**config.mk**
```make
export PLATFORM = sky130hd
export DESIGN_NAME = go_back_n_sender_window_unit
export DESIGN_NICKNAME = d
export VERILOG_FILES = /design/src/design/gbn_pkg.sv /design/src/design/gbn_ack_check.sv /design/src/design/gbn_window.sv /design/src/design/go_back_n_sender_window_unit.sv
export SDC_FILE = /design/constraint.sdc
export NUM_CORES = 1
export LEC_CHECK = 0
export BUFFER_PORTS_ARGS = -buffer_cell sky130_fd_sc_hd__buf_2
export CORE_ASPECT_RATIO = 0.75
export CORE_MARGIN = 8
export CORE_UTILIZATION = 52
export CTS_CLUSTER_DIAMETER = 120
export DETAILED_ROUTE_END_ITERATION = 6
export GPL_TIMING_DRIVEN = 0
export HOLD_SLACK_MARGIN = 0.1
export PLACE_DENSITY = 0.7
export SETUP_SLACK_MARGIN = 0.3
export SKIP_LAST_GASP = 1
export SYNTH_ARGS = -nofsm -noshare
export SYNTH_HDL_FRONTEND = slang
export SYNTH_SLANG_ARGS = --single-unit
```
**constraint.sdc**
```tcl
create_clock -name clk_i -period 7.1 [get_ports clk_i]
set_clock_uncertainty 0.1 [all_clocks]
set_input_delay 0.355 -clock clk_i [delete_from_list [all_inputs] [get_ports clk_i]]
set_output_delay 0.355 -clock clk_i [all_outputs]
set_load 0.005 [all_outputs]
```
**src/design/gbn_pkg.sv**
```systemverilog
// shared types, constants and the acknowledgement checksum function
// for the go-back-n sender window unit; no dependencies

package gbn_pkg;

  localparam int unsigned WINDOW_DEF   = 8;
  localparam int unsigned PAYLOAD_LOG2 = 10;
  localparam int unsigned PAYLOAD_MAX  = 1 << PAYLOAD_LOG2;

  localparam int unsigned IN_TDATA_W  = 88;
  localparam int unsigned OUT_TDATA_W = 56;
  localparam int unsigned CFG_IDX_W   = 2;
  localparam int unsigned CFG_DATA_W  = 32;

  typedef enum logic [CFG_IDX_W-1:0] {
    REG_WIN_LIMIT = 2'd0,
    REG_TIMEOUT   = 2'd1,
    REG_ACK_CODE  = 2'd2
  } reg_idx_e;

  typedef enum logic {
    CMD_START = 1'b0,
    CMD_POLL  = 1'b1
  } cmd_e;

  typedef struct packed {
    logic [7:0]  win_limit;
    logic [31:0] timeout_ticks;
    logic [7:0]  ack_code;
  } cfg_t;

  typedef struct packed {
    cmd_e        command;
    logic [23:0] message_len;
    logic [31:0] now_time;
    logic        ack_present;
    logic [7:0]  ack_check_byte;
    logic [7:0]  ack_type_byte;
    logic [7:0]  ack_seq_byte;
  } item_t;

  typedef struct packed {
    logic        send_valid;
    logic [7:0]  send_seq;
    logic [23:0] send_index;
    logic [12:0] send_len;
    logic        send_last;
    logic        ack_accepted;
    logic        timed_out;
    logic        message_done;
  } res_t;

  // end-around-carry sum of three bytes
  function automatic logic [7:0] carry_sum(input logic [7:0] a, input logic [7:0] b,
                                           input logic [7:0] c);
    logic [8:0] s;
    s = {1'b0, a} + {1'b0, b};
    if (s[8]) begin
      s = {1'b0, s[7:0]} + 9'd1;
    end
    s = s + {1'b0, c};
    if (s[8]) begin
      s = {1'b0, s[7:0]} + 9'd1;
    end
    return s[7:0];
  endfunction

endpackage

```
**src/design/gbn_ack_check.sv**
```systemverilog
// acknowledgement frame check: presence, checksum and type byte
// depends on gbn_pkg

module gbn_ack_check (
  input  gbn_pkg::item_t item_i,
  input  logic [7:0]     ack_code_i,
  output logic           frame_ok_o
);
  import gbn_pkg::*;

  logic [7:0] sum;

  assign sum = carry_sum(item_i.ack_check_byte, item_i.ack_type_byte, item_i.ack_seq_byte);

  assign frame_ok_o = item_i.ack_present && (sum == 8'hFF)
                      && (item_i.ack_type_byte == ack_code_i);

endmodule

```
**src/design/gbn_window.sv**
```systemverilog
// window state, send-time slots and result register of the sender
// depends on gbn_pkg

module gbn_window #(
  parameter int unsigned WINDOW = gbn_pkg::WINDOW_DEF
) (
  input  logic           clk_i,
  input  logic           rst_ni,
  input  logic           step_i,
  input  gbn_pkg::item_t item_i,
  input  gbn_pkg::cfg_t  cfg_i,
  input  logic           frame_ok_i,
  output gbn_pkg::res_t  res_o
);
  import gbn_pkg::*;

  localparam int unsigned OW = $clog2(WINDOW + 1);
  localparam int unsigned SW = (WINDOW > 1) ? $clog2(WINDOW) : 1;

  logic [7:0]    base_q, base_d;
  logic [OW-1:0] out_q, out_d;
  logic [23:0]   total_q, total_d;
  logic [23:0]   sent_q, sent_d;
  logic [23:0]   acked_q, acked_d;
  logic [12:0]   last_len_q, last_len_d;
  logic          active_q, active_d;
  logic [SW-1:0] send_ptr_q, send_ptr_d;
  logic [SW-1:0] ack_ptr_q, ack_ptr_d;
  logic [31:0]   times_q [WINDOW];
  logic [31:0]   oldest_q;
  res_t          res_q, res_d;
  logic          wr_en;

  logic [7:0]    eff_win;
  logic          rem_nz;
  logic [OW-1:0] out_mid;
  logic [7:0]    seq_gap;
  logic          ack_ok;
  logic [8:0]    n;
  logic [8:0]    psum;
  logic [31:0]   age;

  always_comb begin
    if (cfg_i.win_limit == 8'd0) begin
      eff_win = 8'd1;
    end else if (cfg_i.win_limit > 8'(WINDOW)) begin
      eff_win = 8'(WINDOW);
    end else begin
      eff_win = cfg_i.win_limit;
    end
  end

  assign age = item_i.now_time - oldest_q;

  always_comb begin
    base_d     = base_q;
    out_d      = out_q;
    total_d    = total_q;
    sent_d     = sent_q;
    acked_d    = acked_q;
    last_len_d = last_len_q;
    active_d   = active_q;
    send_ptr_d = send_ptr_q;
    ack_ptr_d  = ack_ptr_q;
    res_d      = '0;
    wr_en      = 1'b0;
    rem_nz     = item_i.message_len[PAYLOAD_LOG2-1:0] != '0;
    out_mid    = out_q;
    seq_gap    = item_i.ack_seq_byte - base_q;
    ack_ok     = 1'b0;
    n          = 9'(seq_gap) + 9'd1;
    psum       = 9'(ack_ptr_q) + n;

    if (step_i) begin
      if (item_i.command == CMD_START) begin
        total_d    = 24'(item_i.message_len >> PAYLOAD_LOG2) + {23'd0, rem_nz};
        last_len_d = rem_nz ? 13'(item_i.message_len[PAYLOAD_LOG2-1:0])
                            : 13'(PAYLOAD_MAX);
        sent_d     = '0;
        acked_d    = '0;
        out_d      = '0;
        send_ptr_d = '0;
        ack_ptr_d  = '0;
        active_d   = total_d != '0;
        res_d.message_done = total_d == '0;
      end else if (active_q) begin
        // issue one packet when the window has room and unsent packets remain
        if ((8'(out_q) < eff_win) && (sent_q < total_q)) begin
          res_d.send_valid = 1'b1;
          res_d.send_seq   = base_q + 8'(out_q);
          res_d.send_index = sent_q;
          res_d.send_last  = sent_q == (total_q - 24'd1);
          res_d.send_len   = res_d.send_last ? last_len_q : 13'(PAYLOAD_MAX);
          wr_en            = 1'b1;
          sent_d           = sent_q + 24'd1;
          out_mid          = out_q + OW'(1);
          send_ptr_d       = (send_ptr_q == SW'(WINDOW - 1)) ? '0 : send_ptr_q + SW'(1);
        end
        out_d  = out_mid;
        ack_ok = frame_ok_i && (seq_gap < 8'(out_mid));
        if (ack_ok) begin
          acked_d = acked_q + 24'(n);
          base_d  = base_q + n[7:0];
          out_d   = out_mid - OW'(n);
          if (psum >= 9'(WINDOW)) begin
            psum = psum - 9'(WINDOW);
          end
          ack_ptr_d = psum[SW-1:0];
          res_d.ack_accepted = 1'b1;
        end else if ((out_q != '0) && (age > cfg_i.timeout_ticks)) begin
          // rewind to the oldest unacknowledged packet
          sent_d     = acked_q;
          out_d      = '0;
          send_ptr_d = ack_ptr_q;
          res_d.timed_out = 1'b1;
        end
        if (acked_d == total_q) begin
          active_d = 1'b0;
          res_d.message_done = 1'b1;
        end
      end
    end
  end

  always_ff @(posedge clk_i or negedge rst_ni) begin
    if (!rst_ni) begin
      base_q     <= 8'd1;
      out_q      <= '0;
      total_q    <= '0;
      sent_q     <= '0;
      acked_q    <= '0;
      last_len_q <= '0;
      active_q   <= 1'b0;
      send_ptr_q <= '0;
      ack_ptr_q  <= '0;
    end else begin
      base_q     <= base_d;
      out_q      <= out_d;
      total_q    <= total_d;
      sent_q     <= sent_d;
      acked_q    <= acked_d;
      last_len_q <= last_len_d;
      active_q   <= active_d;
      send_ptr_q <= send_ptr_d;
      ack_ptr_q  <= ack_ptr_d;
    end
  end

  // oldest send time is read ahead at the next oldest slot, with write bypass
  always_ff @(posedge clk_i) begin
    if (wr_en) begin
      times_q[send_ptr_q] <= item_i.now_time;
    end
    if (wr_en && (send_ptr_q == ack_ptr_d)) begin
      oldest_q <= item_i.now_time;
    end else begin
      oldest_q <= times_q[ack_ptr_d];
    end
    if (step_i) begin
      res_q <= res_d;
    end
  end

  assign res_o = res_q;

  a_out_bound: assert property (@(posedge clk_i) disable iff (!rst_ni)
    32'(out_q) <= WINDOW)
    else $error("outstanding count exceeds window");

  a_out_span: assert property (@(posedge clk_i) disable iff (!rst_ni)
    (sent_q - acked_q) == 24'(out_q))
    else $error("outstanding count disagrees with sent and acknowledged counts");

  a_idle_empty: assert property (@(posedge clk_i) disable iff (!rst_ni)
    !active_q |-> (out_q == '0))
    else $error("packets outstanding while idle");

  a_sent_bound: assert property (@(posedge clk_i) disable iff (!rst_ni)
    sent_q <= total_q)
    else $error("more packets sent than the message holds");

  a_ack_or_tmo: assert property (@(posedge clk_i) disable iff (!rst_ni)
    $past(step_i) |-> !(res_q.ack_accepted && res_q.timed_out))
    else $error("acknowledgement and timeout in the same round");

endmodule

```
**src/design/go_back_n_sender_window_unit.sv**
```systemverilog
// top level of the go-back-n sender window unit: stream ports, input register,
// configuration registers and output handshake; depends on gbn_pkg,
// gbn_ack_check and gbn_window

// Takes one transaction per clock cycle with no bubbles unless the output side
// stalls; an accepted input loads the input register, and the result register
// is loaded from it when the output is free, with all window arithmetic done in
// between. The input side holds off only when both the input and the result
// register are full and the output side is stalled. Send times live in WINDOW
// slots, at most one written and one read per cycle.

module go_back_n_sender_window_unit #(
  parameter int unsigned WINDOW = gbn_pkg::WINDOW_DEF
) (
  input  logic                               clk_i,
  input  logic                               rst_ni,
  input  logic                               s_axis_tvalid,
  output logic                               s_axis_tready,
  // message_len, now_time, ack_present, ack_check_byte, ack_type_byte,
  // ack_seq_byte, zero fill
  input  logic [gbn_pkg::IN_TDATA_W-1:0]     s_axis_tdata,
  // command
  input  logic                               s_axis_tuser,
  output logic                               m_axis_tvalid,
  input  logic                               m_axis_tready,
  // send_valid, send_seq, send_index, send_len, ack_accepted, timed_out,
  // message_done, zero fill
  output logic [gbn_pkg::OUT_TDATA_W-1:0]    m_axis_tdata,
  output logic                               m_axis_tlast,
  input  logic                               cfg_we_i,
  input  logic [gbn_pkg::CFG_IDX_W-1:0]      cfg_idx_i,
  input  logic [gbn_pkg::CFG_DATA_W-1:0]     cfg_data_i
);
  import gbn_pkg::*;

  cfg_t  cfg_q;
  item_t in_q;
  logic  in_vld_q;
  logic  out_vld_q;
  logic  s_acc;
  logic  advance;
  logic  frame_ok;
  res_t  res;

  assign advance       = in_vld_q && (!out_vld_q || m_axis_tready);
  assign s_axis_tready = !in_vld_q || advance;
  assign s_acc         = s_axis_tvalid && s_axis_tready;

  always_ff @(posedge clk_i or negedge rst_ni) begin
    if (!rst_ni) begin
      in_vld_q            <= 1'b0;
      out_vld_q           <= 1'b0;
      cfg_q.win_limit     <= 8'd8;
      cfg_q.timeout_ticks <= 32'd1000;
      cfg_q.ack_code      <= 8'd0;
    end else begin
      in_vld_q  <= s_acc || (in_vld_q && !advance);
      out_vld_q <= advance || (out_vld_q && !m_axis_tready);
      if (cfg_we_i) begin
        case (cfg_idx_i)
          REG_WIN_LIMIT: cfg_q.win_limit     <= cfg_data_i[7:0];
          REG_TIMEOUT:   cfg_q.timeout_ticks <= cfg_data_i;
          REG_ACK_CODE:  cfg_q.ack_code      <= cfg_data_i[7:0];
          default:       cfg_q               <= cfg_q;
        endcase
      end
    end
  end

  always_ff @(posedge clk_i) begin
    if (s_acc) begin
      in_q.command        <= cmd_e'(s_axis_tuser);
      in_q.message_len    <= s_axis_tdata[23:0];
      in_q.now_time       <= s_axis_tdata[55:24];
      in_q.ack_present    <= s_axis_tdata[56];
      in_q.ack_check_byte <= s_axis_tdata[64:57];
      in_q.ack_type_byte  <= s_axis_tdata[72:65];
      in_q.ack_seq_byte   <= s_axis_tdata[80:73];
    end
  end

  gbn_ack_check u_ack_check (
    .item_i     (in_q),
    .ack_code_i (cfg_q.ack_code),
    .frame_ok_o (frame_ok)
  );

  gbn_window #(
    .WINDOW (WINDOW)
  ) u_window (
    .clk_i      (clk_i),
    .rst_ni     (rst_ni),
    .step_i     (advance),
    .item_i     (in_q),
    .cfg_i      (cfg_q),
    .frame_ok_i (frame_ok),
    .res_o      (res)
  );

  assign m_axis_tvalid = out_vld_q;
  assign m_axis_tlast  = res.send_last;
  assign m_axis_tdata  = {7'd0, res.message_done, res.timed_out, res.ack_accepted,
                          res.send_len, res.send_index, res.send_seq, res.send_valid};

endmodule

```
==> impl_metrics.yaml <==
status:
  run_status: "finished, final reports clean"
run:
  maxCapViolCount: 0
detailed_routing:
  routed-wl-met2_mm: 32.7
  ant_nets: 0
  wl_per_cell_um: 22.9
  vias_per_cell: 5.93
  drt-total-wl_mm: 73.6
  met3WireLength_mm: 5.72
  routed.top_layer: "met5"
  drc: 0
  wl_met1_mm: 33.4
  drt_iter0_drc: 1975
  vias: 19100
  dr.pass1.iters: 5
clock_tree:
  clock_latency_ps: 620
  h-tree-depth: 2
  cts_max_path_buffers: 3
  root_buffer: "clkbuf_16"
  clkTransAtPathRegs_ps: 70
  cts.sinks: 532
  cts_tree: "built"
  cts_buffers: 52
yosys:
  avgSynthCellArea_um2: 12.7
  synth_top_area_cell: "edfxtp_1"
  synth_commonest_cells: "edfxtp_1, nand2_1, ha_1"
  ys_async_sr_fraction_pct: 26.9
  yosys.area.top_type_share_pct: 43.1
  syn_inst: 2109
  synth.distinct_cells: 88
  yosysSeqAreaShare_pct: 56.7
  synth_edf_count: 386
  synth_seq_cells: 532
  yosysMostFrequentCell: "edfxtp_1"
  syn_area_um2: 26900
  yosysWarnings: 0
  synthFlopType: "edfxtp_1"
  ys_top_cells_by_area: "edfxtp_1, dfrtp_1, ha_1, mux4_2, xnor2_1"
critical_path:
  start_kind: "flop"
  cp.buffers_inverters: 2
  endpoint_kind: "flop"
  slowest_delay_ps: 590
  crit_type: "flop to flop"
  cpLargestDelayFamily: "compound AO/OA/AOI/OAI gates"
  cp.arrival_ps: 6760
  cp_max_fo: 10
  cp_slowest_cell: "or4_1"
  critPathRequiredTime_ps: 7330
global_route:
  grt_pass1_vias: 19300
  antenna_found_initial: 2
  grt-ovfl-total: 0
  grt_max_degree: 82
  grt_pass1_wl_mm: 113
  grt_use_total_pct: 24.6
layout:
  synthToLayoutAreaGrowth_pct: 20.5
  finish.utilization_pct: 63.1
  fillers: 3841
  layout-drive-gt1-share_pct: 19.8
  final_nets: 2788
sta:
  layout_setup_ws_ps: 567
  setup_viol: 0
  fmax_mhz: 153
  period_needed_ps: 6530
  post-route-period-util_pct: 92.0
  worst_pin_slew_ps: 1200
  relSlewSlack_pct: 19.6
  rsz0062_at_grt: "false"
  hold_violations: 0
  finalMaxSlewViolations: 0
floorplan:
  core_area_um2: 51300
  rows: 72
  start_util_pct: 52.4
  design.die.area_um2: 59300
  num_io_pins: 187
  die_width_um: 279
  die_h_um: 213
power:
  ir_worst_vdd_mv: 0.204
  p_per_area_nw_per_um2: 254
  p_leak_nw: 12.6
worst_hold_path:
  hold_class: "input port to flop"
placed_design:
  place_ws_ps: -1580
  gp_congestion: 0.922
  hpwl_mm: 53.2
  port_buffers: 170
-- cell families after synthesis --
kind of cell	count (synthesis)	share of synthesized area, %
buffers and inverters	193	2.89
multiplexers	154	8.94
AND/OR/NAND/NOR	521	9.68
flip-flops	532	56.7
adder cells (fa/ha/maj)	153	7.37
other	1	0.0139
XOR/XNOR	139	4.53
AO/OA/AOI/OAI	416	9.90
-- area by class of cell --
class | count | area, um2 | area share (%)
Sequential cell | 532 | 15200 | 47.0
Buffer | 78 | 444 | 1.37
Timing Repair Buffer | 327 | 2520 | 7.78
Tap cell | 666 | 833 | 2.57
Inverter | 115 | 433 | 1.34
Clock buffer | 67 | 1390 | 4.29
Multi-Input combinational cell | 1401 | 11200 | 34.5
Clock inverter | 30 | 347 | 1.07
Antenna cell | 1 | 2.50 | 0.00772
-- worst min-delay path, cell delays in order --
cell	delay, ps
buf_2	120
nor3b_1	160
mux2_2	270
-- layer usage --
layer	vias to the layer above	global-route usage (%)
met5	-	0
met4	2	6.50
met3	117	4.80
met2	743	38.0
met1	9532	35.7
li1	8672	-
-- worst paths after layout --
check                                       start                endpoint  slack [ps]  cells past startpoint
setup / recovery                        cfg_q[46]       u_window.res_o[0]         570                     25
hold / removal                       cfg_idx_i[1]               cfg_q[40]         230                      3
setup reg to reg                        cfg_q[46]       u_window.res_o[0]         570                     25
hold reg to reg            u_window.last_len_q[2]  u_window.last_len_q[2]         370                      2
max in group asynchronous                  rst_ni               cfg_q[11]        5730                      3
min in group asynchronous                  rst_ni               cfg_q[23]         280                      2
-- report_power, final --
part / internal, W / switching, W
registers: 0.00355 / 0.000149
clock network: 0.00161 / 0.00121
logic: 0.000721 / 0.000976
-- flip-flops by register name, summed over array words and instances (netlist names), named ones only --
| signal | count |
|---|---|
| u_window.out_q | 4 |
| u_window.sent_q | 24 |
| u_window.total_q | 15 |
| u_window.active_q | 1 |
| u_window.last_len_q | 11 |
| cfg_q | 48 |
| u_window.base_q | 8 |
| m_axis_tvalid | 1 |
| u_window.acked_q | 24 |
| u_window.res_o | 48 |
| u_window.ack_ptr_q | 3 |
| u_window.times_q | 256 |
| u_window.send_ptr_q | 3 |
| in_vld_q | 1 |
| in_q | 82 |
-- stage by stage --
step | total power, W | TNS, ps | hold slack (ps) | instances | area (um2)
floorplan | 0.00478 | 0 | -40.6 | 2126 | 27000
global placement | 0.00524 | -720570 | 353 | 2962 | 28600
detailed placement | 0.00531 | -71140 | 359 | 2988 | 29100
CTS | 0.00823 | 0 | 203 | 3211 | 32200
global route | 0.00859 | 0 | 250 | 3217 | 32400
finish | 0.00822 | 0 | 230 | 3217 | 32400
-- cell usage in the layout (no fill, tap or decap), drive strengths merged, types with 64 or more instances in the layout --
cell and count:
nand2 156, mux4 64, inv 114, ha 144
dlygate4sd3 118, buf 239, edfxtp 386, xnor2 96
dfrtp 135, nor2 102, clkbuf 114, o21ai 114
a21oi 111
-- what timing repair did --
| item | CTS | global route |
|---|---|---|
| hold buffers | 118 | 0 |
| cloned | 0 | 0 |
| setup endpoints to repair | 73 | 72 |
| pin swaps | 7 | 6 |
| gates resized for setup | 63 | 47 |
| setup buffers | 8 | 5 |
| endpoints found under the hold margin | 207 | 0 |
No activity file was read; power rests on OpenSTA's default activity.
